==> src/sv/fst_pkg.sv <==
// ----------------------------------------------------------------------------
// fst_pkg
// Shared types, sizes and helpers for the maximum-frequency stack.
// ----------------------------------------------------------------------------
package fst_pkg;

  localparam int CAPACITY   = 64;
  localparam int VALUE_BITS = 32;
  localparam int ADDR_W     = $clog2(CAPACITY);
  localparam int SIZE_W     = $clog2(CAPACITY + 1);
  localparam int COUNT_W    = SIZE_W;
  localparam int ORDER_W    = 64;
  localparam int IO_W       = 32;
  localparam int OCC_W      = 7;

  typedef enum logic [1:0] {
    STAT_OK    = 2'd0,
    STAT_EMPTY = 2'd1,
    STAT_FULL  = 2'd2
  } status_t;

  typedef enum logic [3:0] {
    ST_IDLE,
    ST_SCAN_RD,
    ST_SCAN_CHK,
    ST_INSERT,
    ST_UP_RD,
    ST_UP_CHK,
    ST_POP_TOP,
    ST_POP_LAST,
    ST_DN_L,
    ST_DN_LCHK,
    ST_DN_RCHK,
    ST_RESP
  } state_t;

  // One heap entry: value, count tag, push order tag
  typedef struct packed {
    logic [VALUE_BITS-1:0] value;
    logic [COUNT_W-1:0]    count;
    logic [ORDER_W-1:0]    order;
  } entry_t;

  // Result request from the engine to the output register
  typedef struct packed {
    logic [IO_W-1:0]  popped;
    status_t          status;
    logic [OCC_W-1:0] occupancy;
  } res_t;

  // Higher count wins; equal counts go to the later push
  function automatic logic ranks_above(input entry_t a, input entry_t b);
    if (a.count != b.count) return a.count > b.count;
    return a.order > b.order;
  endfunction

  // Sign-extend or truncate an input word into the stored value width
  function automatic logic [VALUE_BITS-1:0] to_val(input logic [IO_W-1:0] d);
    logic [VALUE_BITS-1:0] v;
    for (int k = 0; k < VALUE_BITS; k++) v[k] = (k < IO_W) ? d[k] : d[IO_W-1];
    return v;
  endfunction

  // Sign-extend or truncate a stored value into the output word
  function automatic logic [IO_W-1:0] from_val(input logic [VALUE_BITS-1:0] v);
    logic [IO_W-1:0] d;
    for (int k = 0; k < IO_W; k++) d[k] = (k < VALUE_BITS) ? v[k] : v[VALUE_BITS-1];
    return d;
  endfunction

endpackage

==> src/sv/fst_engine.sv <==
// ----------------------------------------------------------------------------
// fst_engine
// Sequencer for the heap: count scan, sift up on push, sift down on pop.
// ----------------------------------------------------------------------------
module fst_engine (
  input  logic                   clk,
  input  logic                   rst_n,
  input  logic                   req_valid,
  output logic                   req_ready,
  input  logic                   req_mode,
  input  logic [fst_pkg::IO_W-1:0] req_value,
  output logic                   res_valid,
  input  logic                   res_ready,
  output fst_pkg::res_t          res,
  output logic                   mem_we,
  output logic [fst_pkg::ADDR_W-1:0] mem_waddr,
  output fst_pkg::entry_t        mem_wdata,
  output logic [fst_pkg::ADDR_W-1:0] mem_raddr,
  input  fst_pkg::entry_t        mem_rdata
);
  import fst_pkg::*;

  localparam int CW = ADDR_W + 2;

  state_t                state_r, state_nxt;
  logic [SIZE_W-1:0]     size_r, size_nxt;
  logic [ORDER_W-1:0]    order_r, order_nxt;
  entry_t                ent_r, ent_nxt;
  entry_t                cand_r, cand_nxt;
  logic [ADDR_W-1:0]     cand_idx_r, cand_idx_nxt;
  logic                  cand_e_r, cand_e_nxt;
  logic [ADDR_W-1:0]     idx_r, idx_nxt;
  logic [SIZE_W-1:0]     scan_r, scan_nxt;
  logic [COUNT_W-1:0]    cnt_r, cnt_nxt;
  logic [VALUE_BITS-1:0] popped_r, popped_nxt;
  status_t               status_r, status_nxt;

  logic                  accept;
  logic [CW-1:0]         lchild, rchild, size_w;
  logic [ADDR_W-1:0]     parent;
  logic                  left_wins, right_wins;
  entry_t                lbest;

  assign accept    = req_valid && req_ready;
  assign lchild    = {1'b0, idx_r, 1'b1};
  assign rchild    = lchild + CW'(1);
  assign size_w    = CW'(size_r);
  assign parent    = ADDR_W'((idx_r - ADDR_W'(1)) >> 1);
  assign left_wins = ranks_above(mem_rdata, ent_r);
  assign lbest     = left_wins ? mem_rdata : ent_r;
  assign right_wins = ranks_above(mem_rdata, cand_r);

  // next state
  always_comb begin
    state_nxt = state_r;
    unique case (state_r)
      ST_IDLE: begin
        if (accept) begin
          if (!req_mode) begin
            if (size_r >= SIZE_W'(CAPACITY)) state_nxt = ST_RESP;
            else if (size_r == '0)           state_nxt = ST_INSERT;
            else                             state_nxt = ST_SCAN_RD;
          end else begin
            state_nxt = (size_r == '0) ? ST_RESP : ST_POP_TOP;
          end
        end
      end
      ST_SCAN_RD:  state_nxt = ST_SCAN_CHK;
      ST_SCAN_CHK: state_nxt = (scan_r + SIZE_W'(1) < size_r) ? ST_SCAN_RD : ST_INSERT;
      ST_INSERT:   state_nxt = ST_UP_RD;
      ST_UP_RD:    state_nxt = (idx_r == '0) ? ST_RESP : ST_UP_CHK;
      ST_UP_CHK:   state_nxt = ranks_above(ent_r, mem_rdata) ? ST_UP_RD : ST_RESP;
      ST_POP_TOP:  state_nxt = (size_r == SIZE_W'(1)) ? ST_RESP : ST_POP_LAST;
      ST_POP_LAST: state_nxt = ST_DN_L;
      ST_DN_L:     state_nxt = (lchild < size_w) ? ST_DN_LCHK : ST_RESP;
      ST_DN_LCHK: begin
        if (rchild < size_w) state_nxt = ST_DN_RCHK;
        else                 state_nxt = left_wins ? ST_DN_L : ST_RESP;
      end
      ST_DN_RCHK:  state_nxt = (right_wins || !cand_e_r) ? ST_DN_L : ST_RESP;
      ST_RESP:     state_nxt = res_ready ? ST_IDLE : ST_RESP;
      default:     state_nxt = ST_IDLE;
    endcase
  end

  // memory controls and handshake outputs
  always_comb begin
    mem_we    = 1'b0;
    mem_waddr = idx_r;
    mem_wdata = ent_r;
    mem_raddr = '0;
    req_ready = (state_r == ST_IDLE);
    res_valid = (state_r == ST_RESP);
    res.popped    = from_val(popped_r);
    res.status    = status_r;
    res.occupancy = OCC_W'(size_r);
    unique case (state_r)
      ST_SCAN_RD: mem_raddr = scan_r[ADDR_W-1:0];
      ST_UP_RD: begin
        mem_raddr = parent;
        mem_we    = (idx_r == '0);
      end
      ST_UP_CHK: begin
        mem_we = 1'b1;
        if (ranks_above(ent_r, mem_rdata)) mem_wdata = mem_rdata;
      end
      ST_POP_TOP: mem_raddr = ADDR_W'(size_r - SIZE_W'(1));
      ST_DN_L: begin
        mem_raddr = lchild[ADDR_W-1:0];
        mem_we    = !(lchild < size_w);
      end
      ST_DN_LCHK: begin
        mem_raddr = rchild[ADDR_W-1:0];
        if (!(rchild < size_w)) begin
          mem_we    = 1'b1;
          mem_wdata = lbest;
        end
      end
      ST_DN_RCHK: begin
        mem_we    = 1'b1;
        mem_wdata = right_wins ? mem_rdata : cand_r;
      end
      default: ;
    endcase
  end

  // datapath next values
  always_comb begin
    size_nxt     = size_r;
    order_nxt    = order_r;
    ent_nxt      = ent_r;
    cand_nxt     = cand_r;
    cand_idx_nxt = cand_idx_r;
    cand_e_nxt   = cand_e_r;
    idx_nxt      = idx_r;
    scan_nxt     = scan_r;
    cnt_nxt      = cnt_r;
    popped_nxt   = popped_r;
    status_nxt   = status_r;
    case (state_r)
      ST_IDLE: begin
        ent_nxt.value = to_val(req_value);
        scan_nxt      = '0;
        cnt_nxt       = '0;
        popped_nxt    = '0;
        status_nxt    = STAT_OK;
        if (!req_mode && size_r >= SIZE_W'(CAPACITY)) status_nxt = STAT_FULL;
        if (req_mode && size_r == '0)                 status_nxt = STAT_EMPTY;
      end
      ST_SCAN_CHK: begin
        if (mem_rdata.value == ent_r.value) cnt_nxt = cnt_r + COUNT_W'(1);
        scan_nxt = scan_r + SIZE_W'(1);
      end
      ST_INSERT: begin
        ent_nxt.count = cnt_r + COUNT_W'(1);
        ent_nxt.order = order_r;
        order_nxt     = order_r + ORDER_W'(1);
        idx_nxt       = size_r[ADDR_W-1:0];
        size_nxt      = size_r + SIZE_W'(1);
      end
      ST_UP_CHK: if (ranks_above(ent_r, mem_rdata)) idx_nxt = parent;
      ST_POP_TOP: begin
        popped_nxt = mem_rdata.value;
        size_nxt   = size_r - SIZE_W'(1);
      end
      ST_POP_LAST: begin
        ent_nxt = mem_rdata;
        idx_nxt = '0;
      end
      ST_DN_LCHK: begin
        cand_nxt     = lbest;
        cand_e_nxt   = !left_wins;
        cand_idx_nxt = lchild[ADDR_W-1:0];
        if (!(rchild < size_w) && left_wins) idx_nxt = lchild[ADDR_W-1:0];
      end
      ST_DN_RCHK: begin
        if (right_wins)     idx_nxt = rchild[ADDR_W-1:0];
        else if (!cand_e_r) idx_nxt = cand_idx_r;
      end
      default: ;
    endcase
  end

  // control registers
  always_ff @(posedge clk) begin
    if (!rst_n) begin
      state_r <= ST_IDLE;
      size_r  <= '0;
      order_r <= '0;
    end else begin
      state_r <= state_nxt;
      size_r  <= size_nxt;
      order_r <= order_nxt;
    end
  end

  // payload registers
  always_ff @(posedge clk) begin
    ent_r      <= ent_nxt;
    cand_r     <= cand_nxt;
    cand_idx_r <= cand_idx_nxt;
    cand_e_r   <= cand_e_nxt;
    idx_r      <= idx_nxt;
    scan_r     <= scan_nxt;
    cnt_r      <= cnt_nxt;
    popped_r   <= popped_nxt;
    status_r   <= status_nxt;
  end

endmodule

==> config.mk <==
export PLATFORM = sky130hd
export DESIGN_NAME = fst_engine
export DESIGN_NICKNAME = d
export VERILOG_FILES = /design/src/sv/fst_pkg.sv /design/src/sv/fst_engine.sv
export SDC_FILE = /design/constraint.sdc
export NUM_CORES = 1
export LEC_CHECK = 0
export ABC_AREA = 1
export BUFFER_PORTS_ARGS = -buffer_cell sky130_fd_sc_hd__buf_2
export CORE_MARGIN = 2
export CORE_UTILIZATION = 45
export CTS_CLUSTER_SIZE = 25
export DETAILED_ROUTE_END_ITERATION = 16
export GPL_ROUTABILITY_DRIVEN = 0
export GPL_TIMING_DRIVEN = 1
export PLACE_DENSITY = 0.68
export RECOVER_POWER = 50
export SLEW_MARGIN = 20
export SYNTH_ARGS = -nofsm -noshare
export SYNTH_HDL_FRONTEND = slang
export SYNTH_SLANG_ARGS = --single-unit
==> constraint.sdc <==
create_clock -name clk -period 7.6 [get_ports clk]
set_input_delay 0.76 -clock clk [delete_from_list [all_inputs] [get_ports clk]]
set_output_delay 0.76 -clock clk [all_outputs]
set_load 0.01 [all_outputs]
==> impl_results.md <==
- Tightest Pin Transition: 4.51 ns
- Proportion of layout cells with a drive suffix above 1: 0.0825
- CTS sink count: 341
- Slew Limit Headroom: -2.00
- Latest clock arrival within the worst-skew pair: 0.59 ns
- DR vias: 28682
- H-tree Lvls: 2
- Cell area after synthesis: 27500 µm²
- DRT Wirelength: 97600 µm
- Seq pwr share: 0.347
- Internal: 4.63 mW
- DRC errors left: 0
- CTS root buffer: clkbuf_16
- Worst Hold Class: input pin to register
- Post-CTS sizing: 0
- Crit Path Max Fanout: 67
- I/O Pins: 299
- Die H: 251 µm
- Clk pwr share: 0.242
- Initial core utilization: 0.455
- Die area: 63000 µm²
- Hold WS: 0.460 ns
- TritonCTS clock tree: yes
- Final net count: 4532
- Net Count, Synth: 4377
- Crit Path Category: register to output pin
- Cell Pwr Density: 265 nW/µm²
- WL per Instance: 19.4 µm
- Core Box Area: 60400 µm²
- Fin crit share: 0.827
- Top-area cell type share of the netlist area: 0.291
- Fillers: 6133
- DR vias/cell: 5.69
- Violated checks: max-capacitance violations, max-slew violations
- Psw: 3.44 mW
- Post-CTS Setup Bufs: 0
- Dominant cell type by area after synthesis: edfxtp_1
- Vias in the first global route: 26305
- Worst setup SP type: register
- Post-Route Setup TNS: 0 ns
- Setup-failing EPs final: 0
- Peak supply drop: 0.000225 V
- Final Total Pwr: 8.08 mW
- Initial antenna violation count: 15
- HPWL Detailed: 65000 µm
- Async S/R FF share, synth: 0
- EDFF count, synth: 266
- Pin count of the biggest net entering global routing: 209
- Die W: 251 µm
- Reg clk slew, reported paths: 0.06 ns
- Data required, critical path: 6.84 ns
- Syn avg cell area: 6.75 µm²
- Clock Tree Buf Depth: 3
- Status: finished with violations
- MaxCap Viol Count: 8
- Critical path capture point type: output pin
- RSZ-0062 raised after global routing: no
- Total Routing Usage GR: 0.299
- Final Critical Period: 6.28 ns
- Clock Skew: 0.0176 ns
- Syn-to-layout area delta: 11.1%
- Synth Register Bits: 341
- Warnings, synthesis: 0
- Logic pwr share: 0.411
- Data arrival, critical path: 5.52 ns
- Std-Cell Rows: 90
- Synth area leaders: edfxtp_1, nand2_1, nand3_1, inv_1, ha_1
- Final hold violations: 0
- Drt pass-1 iters: 6
- Yosys cell types: 46
- Slew Limit Fails: 390
- Sw frac: 0.426
- First-pass GRT wire length: 150000 µm
- Congestion Overflow GR: 0
- Cells after synthesis: 4069
- Post-DRT Antenna Nets: 0
- Fmax: 159 MHz
- Hold buffers post-CTS: 0
- Pleak: 14.7 nW
- Drt initial violations: 3051
- PortBufs: 298
- Post-synthesis sequential area ratio: 0.346
- Ys flop type: edfxtp_1
- CTS buffer count: 43
==> synth_stat cells (2+ instances only) <==
library cell / instances
nand4_1: 249
buf_4: 8
o211ai_1: 4
buf_6: 2
a31oi_1: 3
nor2_1: 218
edfxtp_1: 266
dfxtp_1: 75
nor3b_1: 3
o21ai_0: 263
nand2_1: 1235
nor3_1: 62
o21a_1: 8
ha_1: 168
nand3_2: 2
nand2_2: 8
clkinv_1: 2
a211oi_1: 6
nor2_2: 7
o21bai_1: 4
xnor2_1: 12
nor2_4: 3
a22oi_1: 2
or2_2: 2
o2111ai_1: 7
a21o_1: 3
a21oi_1: 115
buf_2: 41
clkbuf_1: 140
nor4_1: 15
buf_1: 28
xor2_1: 50
a221oi_1: 4
inv_2: 2
nand3_1: 467
inv_1: 575
==> power by group through the flow <==
stage,Clock [mW],Sequential (mW),Combinational (mW)
after detailed placement,0,2.81,3.31
after global placement,0,2.81,3.28
final,1.95,2.80,3.32
after CTS,1.98,2.78,3.33
after floorplan,0,2.79,2.11
after global routing,2.04,2.84,3.66
==> kinds of logic after synthesis <==
group / after synthesis / synth area share
simple gates: 2275 / 0.363
fa+ha+maj: 168 / 0.0766
buf+inv: 799 / 0.113
flops: 341 / 0.346
compound gates: 424 / 0.0819
xor+xnor: 62 / 0.0198
==> final cells by class <==
type	count	area [µm²]	share of cell area
timing repair buffer	329	1660	0.0543
clock buffer	57	1190	0.0390
sequential	341	9490	0.311
inverter	580	2190	0.0717
multi-input combinational	2929	14900	0.488
clock inverter	19	91.3	0.00299
antenna	6	15.0	0.000492
tap	782	978	0.0321
==> critical path, cell delays in order, from the launching register on <==
cell and delay, ns:
dfxtp_1 0.35, inv_1 0.08, nor2_1 0.12, inv_1 0.13, nor2_1 1.85, buf_4 0.82
buf_4 0.77, o21ai_0 0.20, inv_1 0.09, nand2_1 0.05, nand4_1 0.25, buf_2 0.20
==> final timing paths <==
kind / cells after the start / end / start / slack, ns
min reg2reg: 2 / order_r[29] / order_r[29] / 0.48
min: 3 / ent_r[95] / req_value[24] / 0.46
max reg2reg: 6 / ent_r[44] / state_r[2] / 1.61
max: 11 / mem_wdata[34] / state_r[3] / 1.32
==> state kept, by name, indices dropped and copies added, names as in the netlist <==
name        count
popped_r       32
size_r          7
mem_waddr       6
ent_r         103
cand_e_r        1
order_r        64
cnt_r           7
state_r         4
status_r        2
cand_r        103
scan_r          7
cand_idx_r      5
==> routing by layer <==
layer  up-vias  track usage  routed length [µm]
met1     13247        0.418               42100
met2      1407        0.474               43900
met4         8        0.101                3120
met5         -            0                  46
li1      13811            -                   -
met3       209       0.0452                8480
==> cell usage in the layout, fill, tap and decap left out, types with 3 or more instances in the layout <==
cell,instances
a21o_1,3
buf_4,25
nor3b_1,4
o211ai_1,4
nor4_1,15
o21bai_1,4
o21a_1,8
nand3_1,468
nand2_1,1236
clkbuf_1,64
a211oi_1,6
a21oi_1,115
o2111ai_1,6
xor2_1,50
dfxtp_1,75
inv_1,574
o21ai_0,263
ha_1,168
nand4_1,249
clkinv_2,6
a31oi_1,3
clkinv_1,12
xnor2_1,12
nor3_1,63
nor2_1,224
clkbuf_16,45
a221oi_1,4
diode_2,6
nand2_4,4
buf_2,249
edfxtp_1,266
==> stage by stage <==
step	std cells	setup WS, ns	instance area (µm²)	util
floorplan	4069	1.99	27500	-
global placement	4961	2.07	29400	0.487
detailed placement	4961	2.07	29400	0.487
CTS	5037	1.96	30700	0.508
global route	5041	0.964	30500	0.505
finish	5043	1.32	30500	0.505
Power figures use the tool's default switching activity.
