$ cat src/sv/fst_ram.sv
// ----------------------------------------------------------------------------
// fst_ram
// Generic single-write, single-read RAM with registered read data.
// ----------------------------------------------------------------------------
module fst_ram #(
  parameter int WIDTH = 8,
  parameter int DEPTH = 16
) (
  input  logic                     clk,
  input  logic                     we,
  input  logic [$clog2(DEPTH)-1:0] waddr,
  input  logic [WIDTH-1:0]         wdata,
  input  logic [$clog2(DEPTH)-1:0] raddr,
  output logic [WIDTH-1:0]         rdata
);

  logic [WIDTH-1:0] mem [DEPTH];

  // write port and registered read port
  always_ff @(posedge clk) begin
    if (we) mem[waddr] <= wdata;
    rdata <= mem[raddr];
  end

endmodule

$ cat config.mk
export PLATFORM = sky130hd
export DESIGN_NAME = fst_ram
export DESIGN_NICKNAME = d
export VERILOG_FILES = /design/src/sv/fst_ram.sv
export SDC_FILE = /design/constraint.sdc
export NUM_CORES = 1
export LEC_CHECK = 0
export BUFFER_PORTS_ARGS = -buffer_cell sky130_fd_sc_hd__buf_2
export CAP_MARGIN = 20
export CORE_UTILIZATION = 25
export CTS_CLUSTER_DIAMETER = 50
export CTS_CLUSTER_SIZE = 28
export DETAILED_ROUTE_END_ITERATION = 8
export GPL_ROUTABILITY_DRIVEN = 0
export PLACE_DENSITY_LB_ADDON = 0.15
export SLEW_MARGIN = 20
export SYNTH_ARGS = -nofsm -noshare
export SYNTH_HDL_FRONTEND = slang
export SYNTH_SLANG_ARGS = --single-unit
export TNS_END_PERCENT = 20
$ cat constraint.sdc
create_clock -name clk -period 5.3 [get_ports clk]
set_input_delay 0.53 -clock clk [delete_from_list [all_inputs] [get_ports clk]]
set_output_delay 0.53 -clock clk [all_outputs]
set_load 0.05 [all_outputs]
==> out/metrics.cfg, run 1 <==
[detailed_routing]
dr.pass1.iters=4
routed_via_density=4.338
wl_mm=10.98
num_vias=2386
drt_iter0_markers=163
drc=0
avgRoutedWirePerCell_um=19.97
postRouteAntennaNets=0

[global_routing]
grt_overflow=0
use_met3_pct=4.765
use_met1_pct=15.26
use_met2_pct=16.78
antenna_found_initial=2
grt_util_all_layers_pct=11.47
grt_pass1_vias=2602
grt-busiest-layer=met2
grt_pass1_wl_mm=16.75
grt_max_degree=33

[placement]
dpl.hpwl_mm=7.167
dpl_cell_area_mm2=0.005554
portBuffers=25

[clock_tree]
cts_buffers=17
clock_sinks=136
cts.htree.levels=4
cts_tree=done
clk_pin_slew_ns=0.06
cts_resized=0
cts_hold_buf=0
clk_latency_ns=0.42
cts_setup_buffers=0
cts_root_buf=clkbuf_16
clk_path_buf_depth=2

[logic_synthesis]
yosysMostFrequentCell=edfxtp_1
synth_edf_count=128
synthesis.instances=229
ys_warn_count=0
synthArstFlopShare_pct=0
synth_top_area_share_pct=74.67
synth_fp_nets=247
synth_area_mm2=0.005147
synth_seq_cells=136
syn_avg_cell_area_um2=22.48
synthTopCellsByArea=edfxtp_1 (75%), mux4_2 (7.9%), mux4_1 (7.1%)
synth.distinct_cells=19
synthFlopType=edfxtp_1
ys_top_cells_by_count=edfxtp_1 (128), mux4_2 (18), a22oi_1 (16), mux4_1 (14), nor2_1 (13)
synth_top_area_cell=edfxtp_1
ys_seq_area_share_pct=77.78

[final_layout]
nets=285
seqCellArea_mm2=0.004004
multi_input_area_mm2=0.001062
layout-drive-gt1-share_pct=28.93
antenna_cells=0
final_core_util_pct=30.40
fin_area_mm2=0.006152
nFillCells=1965
area_growth_pct=19.52

[die]
io_pins=26
start_util_pct=25.44
core.rowCount=52
fp.dieW_um=145.5
dieArea_mm2=0.02117
die_h_um=145.5
core_region_area_mm2=0.02023

[timing]
clock_skew_ns=0.009093
slew_headroom_pct=33.71
rsz0062_at_grt=no
fin_crit_sh_pct=35.76
setup_viol=0
holdWs_ns=0.4917
tns_ns=0
finalCriticalPeriod_ns=1.895
worst_pin_slew_ns=0.9907
finalHoldViolCount=0
maxSlewViolCount=0
fmax_ghz=0.5276

[setup_path]
crit_buf_inv=1
crit_required_ns=5.34
worstPathArrival_ns=1.93
crit_chain=buf_2, or3b_2, nor2_1
start_kind=primary input
max_stage_delay_ns=0.77
path_class=in2reg
crit_fanout=8
slowest_stage=nor2_1
end_kind=flop
critPathTopFamily=simple AND/OR/NAND/NOR gates

[job]
cap_viol_max_count=0

[outcome]
status=completed

[power]
ir_drop_mv=0.2333
power_density_mw_per_mm2=408.0
p_leak_nw=2.001

[worst_hold_path]
worstHoldPathType=in2reg

[final timing paths]
| path | startpoint | to | slack [ns] | depth (start not counted) |
|---|---|---|---|---|
| setup / recovery | waddr[2] | mem[3][3]$_DFFE_PP_ | 3.40 | 3 |
| hold reg to reg | mem[12][1]$_DFFE_PP_ | rdata[1]$_DFF_P_ | 0.69 | 3 |
| setup reg to reg | mem[0][3]$_DFFE_PP_ | rdata[3]$_DFF_P_ | 3.91 | 3 |
| hold / removal | wdata[5] | mem[14][5]$_DFFE_PP_ | 0.49 | 1 |
[per-layer routing]
metal,vias to the layer above,wire [µm]
met1,1250,5286
met3,21,546
met4,4,153
met2,60,4969
li1,1051,-
met5,-,26
[layout make-up]
class	count	share of cell area, %
Tap cell	270	5.491
Clock inverter	15	2.725
Timing Repair Buffer	29	2.522
Multi-Input combinational cell	83	17.27
Sequential cell	136	65.08
Clock buffer	17	6.915
[kinds of logic after synthesis]
group,synth area share (%)
DFF,77.78
buffers and inverters,1.677
AOI/OAI and AO/OA,2.334
muxes,15.02
and+or+nand+nor,3.184
[registers in the layout, indices dropped and copies added, names as in the netlist]
signal  count
mem       128
rdata       8
[stage by stage]
step / cells / power (mW) / worst slack [ns]
floorplan: 229 / 1.316 / 3.277
global placement: 518 / 1.369 / 2.877
detailed placement: 518 / 1.369 / 2.853
CTS: 550 / 2.540 / 3.308
global route: 550 / 2.602 / 3.291
finish: 550 / 2.510 / 3.405
[report_power, final]
group	internal [mW]	switching (mW)	total, mW
Clock	0.701	0.467	1.17
Combinational	0.0438	0.0883	0.132
Sequential	1.20	0.00821	1.21
Total	1.95	0.563	2.51
[layout by cell type, fill, tap and decap left out, drive strengths merged, types with 4 or more instances in the layout]
cell and instances:
clkbuf 17, buf 29, edfxtp 128, clkinv 6, nor2 13, inv 5, dfxtp 8, mux4 32
nor3 4, nand2 9, a22oi 16
Note: power is estimated with default switching activity, not from simulation.
==> inputs of run 2 (changes only) <==
==> constraint.sdc (replaced) <==
create_clock -name clk -period 1.53 [get_ports clk]
set_input_delay 0.153 -clock clk [delete_from_list [all_inputs] [get_ports clk]]
set_output_delay 0.153 -clock clk [all_outputs]
set_load 0.05 [all_outputs]
==> out/metrics.cfg, run 2 (synthesis results as in run 1) <==
[detailed_routing]
num_vias=2423  ; was 2,386
routed_via_density=4.243  ; was 4.338
drc=0  ; unchanged
avgRoutedWirePerCell_um=19.88  ; was 19.97 µm
wl_mm=11.35  ; was 10.98 mm
dr.pass1.iters=4  ; unchanged
drt_iter0_markers=144  ; was 163
postRouteAntennaNets=0  ; unchanged

[setup_path]
worstPathArrival_ns=1.66  ; was 1.93 ns
crit_chain=mux4_1, a22oi_1, nand2_1  ; was buf_2, or3b_2, nor2_1
rr_startpoint=mem[5][2]$_DFFE_PP_  ; was mem[0][3]$_DFFE_PP_
rr_endpoint=rdata[2]$_DFF_P_  ; was rdata[3]$_DFF_P_
crit_required_ns=1.80  ; was 5.34 ns
path_class=reg2reg  ; was in2reg
cp.depth=3  ; unchanged
slowest_stage=mux4_1  ; was nor2_1
start_kind=flop  ; was primary input
crit_buf_inv=0  ; was 1
crit_fanout=1  ; was 8
critPathTopFamily=multiplexers  ; was simple AND/OR/NAND/NOR gates
max_stage_delay_ns=0.54  ; was 0.77 ns
r2r_cells=3  ; unchanged
end_kind=flop  ; unchanged
rrSetupSlack_ns=0.15  ; was 3.91 ns

[power]
internal_power_mw=6.886  ; was 1.947 mW
comb_power_share_pct=5.8  ; was 5.3%
swShare_pct=20.66  ; was 22.43%
seq_power_share_pct=48.3  ; was 48.2%
p_clk_share_pct=45.9  ; was 46.5%
p_leak_nw=2.121  ; was 2.001 nW
ir_drop_mv=0.7830  ; was 0.2333 mV
p_switching_mw=1.793  ; was 563.2 µW
power_density_mw_per_mm2=1369  ; was 408.0 mW/mm²
power.total_mw=8.679  ; was 2.510 mW

[placement]
placed_cells=539  ; was 518
place_ws_ns=-0.1284  ; was 2.853 ns
portBuffers=25  ; unchanged
dpl.hpwl_mm=7.530  ; was 7.167 mm

[global_routing]
grt_util_all_layers_pct=11.69  ; was 11.47%
grt_pass1_vias=2576  ; was 2,602
antenna_found_initial=0  ; was 2
grt_overflow=0  ; unchanged
grt_pass1_wl_mm=16.99  ; was 16.75 mm
grt_max_degree=27  ; was 33

[clock_tree]
clk_path_buf_depth=2  ; unchanged
cts_setup_buffers=0  ; unchanged
cts_root_buf=clkbuf_16  ; unchanged
clock_sinks=136  ; unchanged
cts_hold_buf=0  ; unchanged
cts_tree=done  ; unchanged
cts.htree.levels=4  ; unchanged
cts_buffers=17  ; unchanged
clk_latency_ns=0.42  ; about the same
clk_pin_slew_ns=0.06  ; about the same
cts_resized=0  ; unchanged

[timing]
fmax_ghz=0.7232
maxSlewViolCount=0  ; unchanged
setup_viol=0  ; unchanged
clock_skew_ns=0.006498  ; was 0.009093 ns
worst_slack_ns=0.1473  ; was 3.405 ns
finalCriticalPeriod_ns=1.383
fin_crit_sh_pct=90.37
rsz0062_at_grt=no  ; unchanged
finalHoldViolCount=0  ; unchanged
slew_headroom_pct=38.67  ; was 33.71%
worst_pin_slew_ns=0.9180  ; was 0.9907 ns

[worst_hold_path]
min-delay-start=wdata[6]  ; was wdata[5]
hold_end=mem[15][6]$_DFFE_PP_  ; was mem[14][5]$_DFFE_PP_
whs_path_depth=1  ; unchanged
worstHoldPathType=in2reg  ; unchanged

[final_layout]
final_core_util_pct=31.33  ; was 30.40%
mostFrequentLayoutCells=edfxtp_1 (128), buf_2 (25), buf_4 (21)  ; was edfxtp_1 (128), buf_2 (25), mux4_2 (18)
largestRegisters=mem x128, rdata x8  ; unchanged
largest_register=mem  ; unchanged
area_growth_pct=23.16  ; was 19.52%
finalNonFillerCells=571  ; was 550
final_common_cell=edfxtp_1  ; unchanged
nets=306  ; was 285
antenna_cells=0  ; unchanged
largest_reg_flops=128  ; unchanged
layout-drive-gt1-share_pct=31.56  ; was 28.93%

[die]
core_region_area_mm2=0.02023  ; unchanged
io_pins=26  ; unchanged
die_h_um=145.5  ; unchanged
dieArea_mm2=0.02117  ; unchanged
core.rowCount=52  ; unchanged
start_util_pct=25.44  ; unchanged
fp.dieW_um=145.5  ; unchanged

[job]
cap_viol_max_count=0  ; unchanged

[outcome]
status=completed  ; unchanged

run 2: cell types whose count changed in the layout (fill, tap and decap cells not counted), moves of 2 or more:
cell / delta
inv_6: -5
clkinv_2: +2
clkinv_1: +3
clkinv_4: -4
buf_4: +17
clkbuf_1: +4
buf_12: +4
run 2: worst max path at each step:
stage,startpoint,end,slack (ns)
finish,mem[5][2]$_DFFE_PP_,rdata[2]$_DFF_P_,0.15
global route,mem[5][2]$_DFFE_PP_,rdata[2]$_DFF_P_,0.08
CTS,mem[5][2]$_DFFE_PP_,rdata[2]$_DFF_P_,0.13
detailed placement,raddr[0],rdata[2]$_DFF_P_,-0.13
global placement,raddr[0],rdata[2]$_DFF_P_,-0.12
floorplan,waddr[2],mem[3][0]$_DFFE_PP_,0.11
run 2: final cells by class:
class                           instances  area, µm²
Multi-Input combinational cell         83       1062
Clock buffer                           21      440.4
Timing Repair Buffer                   50      362.8
Tap cell                              270      337.8
Sequential cell                       136       4004
Clock inverter                         11      132.6
Fill cell                            1935      13890
run 2: stage by stage:
step,setup TNS [ns],instance area [µm²],hold WS (ns)
final,0,6340,0.1336
after CTS,0,6340,0.1187
after global placement,-0.3519,5767,0.5594
after global routing,0,6340,0.1262
after floorplan,0,5152,0.2519
after detailed placement,-0.3972,5767,0.5652
run 2: metal layers:
| layer | up-vias | share of wire [%] | GRT usage, % |
|---|---|---|---|
| met5 | - | 0 | 0 |
| met4 | 0 | 1.1 | 4.737 |
| met3 | 12 | 4.1 | 3.887 |
| met2 | 50 | 46 | 17.21 |
| met1 | 1267 | 49 | 15.84 |
| li1 | 1094 | - | - |
run 2: power groups by stage:
| stage | sequential, mW | clock, mW | combinational [mW] |
|---|---|---|---|
| 3_5_place_dp | 4.27 | 0 | 0.518 |
| 6_report | 4.19 | 3.98 | 0.503 |
| 5_1_grt | 4.20 | 4.22 | 0.542 |
| 4_1_cts | 4.20 | 4.07 | 0.518 |
| 3_3_place_gp | 4.27 | 0 | 0.513 |
| 2_1_floorplan | 4.35 | 0 | 0.212 |
==> inputs of run 3 (changes only) <==
--- a/config.mk
+++ b/config.mk
@@ -5,12 +5,12 @@
 export SDC_FILE = /design/constraint.sdc
 export NUM_CORES = 1
 export LEC_CHECK = 0
-export BUFFER_PORTS_ARGS = -buffer_cell sky130_fd_sc_hd__buf_2
 export CAP_MARGIN = 20
 export CORE_UTILIZATION = 25
 export CTS_CLUSTER_DIAMETER = 50
 export CTS_CLUSTER_SIZE = 28
 export DETAILED_ROUTE_END_ITERATION = 8
+export DONT_BUFFER_PORTS = 1
 export GPL_ROUTABILITY_DRIVEN = 0
 export PLACE_DENSITY_LB_ADDON = 0.15
 export SLEW_MARGIN = 20
==> out/metrics.cfg, run 3 (synthesis results as in run 1) <==
[timing]
fin_crit_sh_pct=89.46  ; was 90.37%
slew_headroom_pct=46.67  ; was 38.67%
clock_skew_ns=0.009842  ; was 0.006498 ns
worst_slack_ns=0.1612  ; was 0.1473 ns
finalHoldViolCount=0  ; unchanged
fmax_ghz=0.7306  ; was 0.7232 GHz
maxSlewViolCount=0  ; unchanged
rsz0062_at_grt=no  ; unchanged
tns_ns=0  ; unchanged
worst_pin_slew_ns=0.7984  ; was 0.9180 ns
setup_viol=0  ; unchanged
finalCriticalPeriod_ns=1.369  ; was 1.383 ns

[final_layout]
layout-drive-gt1-share_pct=24.00  ; was 31.56%
finalNonFillerCells=546  ; was 571
mostFrequentLayoutCells=edfxtp_1 (128), mux4_2 (18), clkbuf_16 (17)  ; was edfxtp_1 (128), buf_2 (25), buf_4 (21)
nets=280  ; was 306
largest_reg_flops=128  ; unchanged
largestRegisters=mem x128, rdata x8  ; unchanged
largest_register=mem  ; unchanged
nFillCells=1960  ; was 1,935
area_growth_pct=20.76  ; was 23.16%
final_common_cell=edfxtp_1  ; unchanged

[detailed_routing]
dr.pass1.iters=7  ; was 4
avgRoutedWirePerCell_um=20.01  ; was 19.88 µm
routed_via_density=4.256  ; was 4.243
drt_iter0_markers=140  ; was 144
wl_mm=10.93  ; was 11.35 mm
num_vias=2324  ; was 2,423
drc=0  ; unchanged
postRouteAntennaNets=0  ; unchanged

[clock_tree]
cts_resized=0  ; unchanged
clk_latency_ns=0.41  ; was 0.42 ns
clk_pin_slew_ns=0.06  ; about the same
cts.htree.levels=4  ; unchanged
clock_sinks=136  ; unchanged
cts_tree=done  ; unchanged
cts_buffers=17  ; unchanged
cts_root_buf=clkbuf_16  ; unchanged
clk_path_buf_depth=2  ; unchanged

[global_routing]
grt_max_degree=33  ; was 27
use_met3_pct=5.486  ; was 3.887%
grt_pass1_vias=2489  ; was 2,576
use_met2_pct=15.89  ; was 17.21%
use_met1_pct=14.52  ; was 15.84%
grt_util_all_layers_pct=11.11  ; was 11.69%
antenna_found_initial=1  ; was 0
grt_pass1_wl_mm=16.28  ; was 16.99 mm
grt-busiest-layer=met2  ; unchanged
grt_overflow=0  ; unchanged

[power]
p_leak_nw=2.008  ; was 2.121 nW
p_clk_share_pct=47.6  ; was 45.9%
seq_power_share_pct=49.0  ; was 48.3%
swShare_pct=19.95  ; was 20.66%
p_switching_mw=1.746  ; was 1.793 mW
power.total_mw=8.751  ; was 8.679 mW
ir_drop_mv=0.6979  ; was 0.7830 mV
internal_power_mw=7.005  ; was 6.886 mW
power_density_mw_per_mm2=1408  ; was 1369 mW/mm²
comb_power_share_pct=3.3  ; was 5.8%

[job]
cap_viol_max_count=0  ; unchanged

[setup_path]
worstPathArrival_ns=1.66  ; about the same
end_kind=flop  ; unchanged
start_kind=flop  ; unchanged
path_class=reg2reg  ; unchanged
crit_fanout=1  ; unchanged
crit_required_ns=1.82  ; was 1.80 ns

[die]
core_region_area_mm2=0.02023  ; unchanged
core.rowCount=52  ; unchanged
dieArea_mm2=0.02117  ; unchanged
die_h_um=145.5  ; unchanged
start_util_pct=25.44  ; unchanged
io_pins=26  ; unchanged
fp.dieW_um=145.5  ; unchanged

[placement]
place_ws_ns=0.1418  ; was -0.1284 ns
portBuffers=0  ; was 25
dpl.hpwl_mm=6.995  ; was 7.530 mm
placed_cells=505  ; was 539

[worst_hold_path]
worstHoldPathType=in2reg  ; unchanged

[outcome]
status=completed  ; unchanged

## run 3: changes by cell type in the layout (fill, tap and decap cells not counted)
cell and delta:
buf_12 -4, buf_2 -25, buf_4 -5, bufinv_16 +1
clkbuf_1 -4, clkinv_1 -1, clkinv_2 +2, clkinvlp_4 +2
diode_2 +1, dlygate4sd3_1 +8
## run 3: path summary, 6_finish.rpt
path	depth (start not counted)	startpoint	slack [ns]	to
worst max-delay path	3	mem[5][3]$_DFFE_PP_	0.16	rdata[3]$_DFF_P_
worst min-delay path	3	raddr[1]	0.06	rdata[0]$_DFF_P_
worst max register to register	3	mem[5][3]$_DFFE_PP_	0.16	rdata[3]$_DFF_P_
worst min register to register	3	mem[0][2]$_DFFE_PP_	0.69	rdata[2]$_DFF_P_
## run 3: area by class of cell
class / instances / area, µm² / share of cell area (%)
tap: 270 / 337.8 / 5.435
timing repair buffer: 24 / 200.2 / 3.221
clock inverter: 15 / 183.9 / 2.959
antenna: 1 / 2.502 / 0.04026
sequential: 136 / 4004 / 64.41
multi-input combinational: 83 / 1062 / 17.09
clock buffer: 17 / 425.4 / 6.844
## run 3: critical path: stages (launching register included)
cell      delay, ns
edfxtp_1       0.35
mux4_1         0.61
a22oi_1        0.20
nand2_1        0.08
## run 3: per-layer routing
| layer | share of wire [%] | wire length (µm) |
|---|---|---|
| met5 | 0 | 0 |
| met4 | 0.52 | 57 |
| met3 | 7.7 | 843 |
| met2 | 46 | 5008 |
| met1 | 46 | 5017 |
## run 3: power by group through the flow
stage          registers [mW]  logic (mW)  clock network [mW]
2_1_floorplan            4.35       0.212                   0
3_5_place_dp             4.37       0.234                   0
5_1_grt                  4.30       0.318                4.43
6_report                 4.29       0.293                4.17
3_3_place_gp             4.37       0.235                   0
4_1_cts                  4.29       0.300                4.25
## run 3: timing repair
item | in CTS | in global routing
setup buffers | 0 | 0
hold buffers | 8 | 0
hold endpoints to repair | 128 | 0
## run 3: through the flow
step           utilization, %  area (µm²)  hold slack [ns]
2_1_floorplan               -        5152           0.2519
3_3_place_gp            27.30        5524           0.2527
3_5_place_dp            27.30        5524           0.2529
4_1_cts                 30.71        6213          0.03301
5_1_grt                 30.71        6213          0.04190
6_report                30.72        6216          0.05823
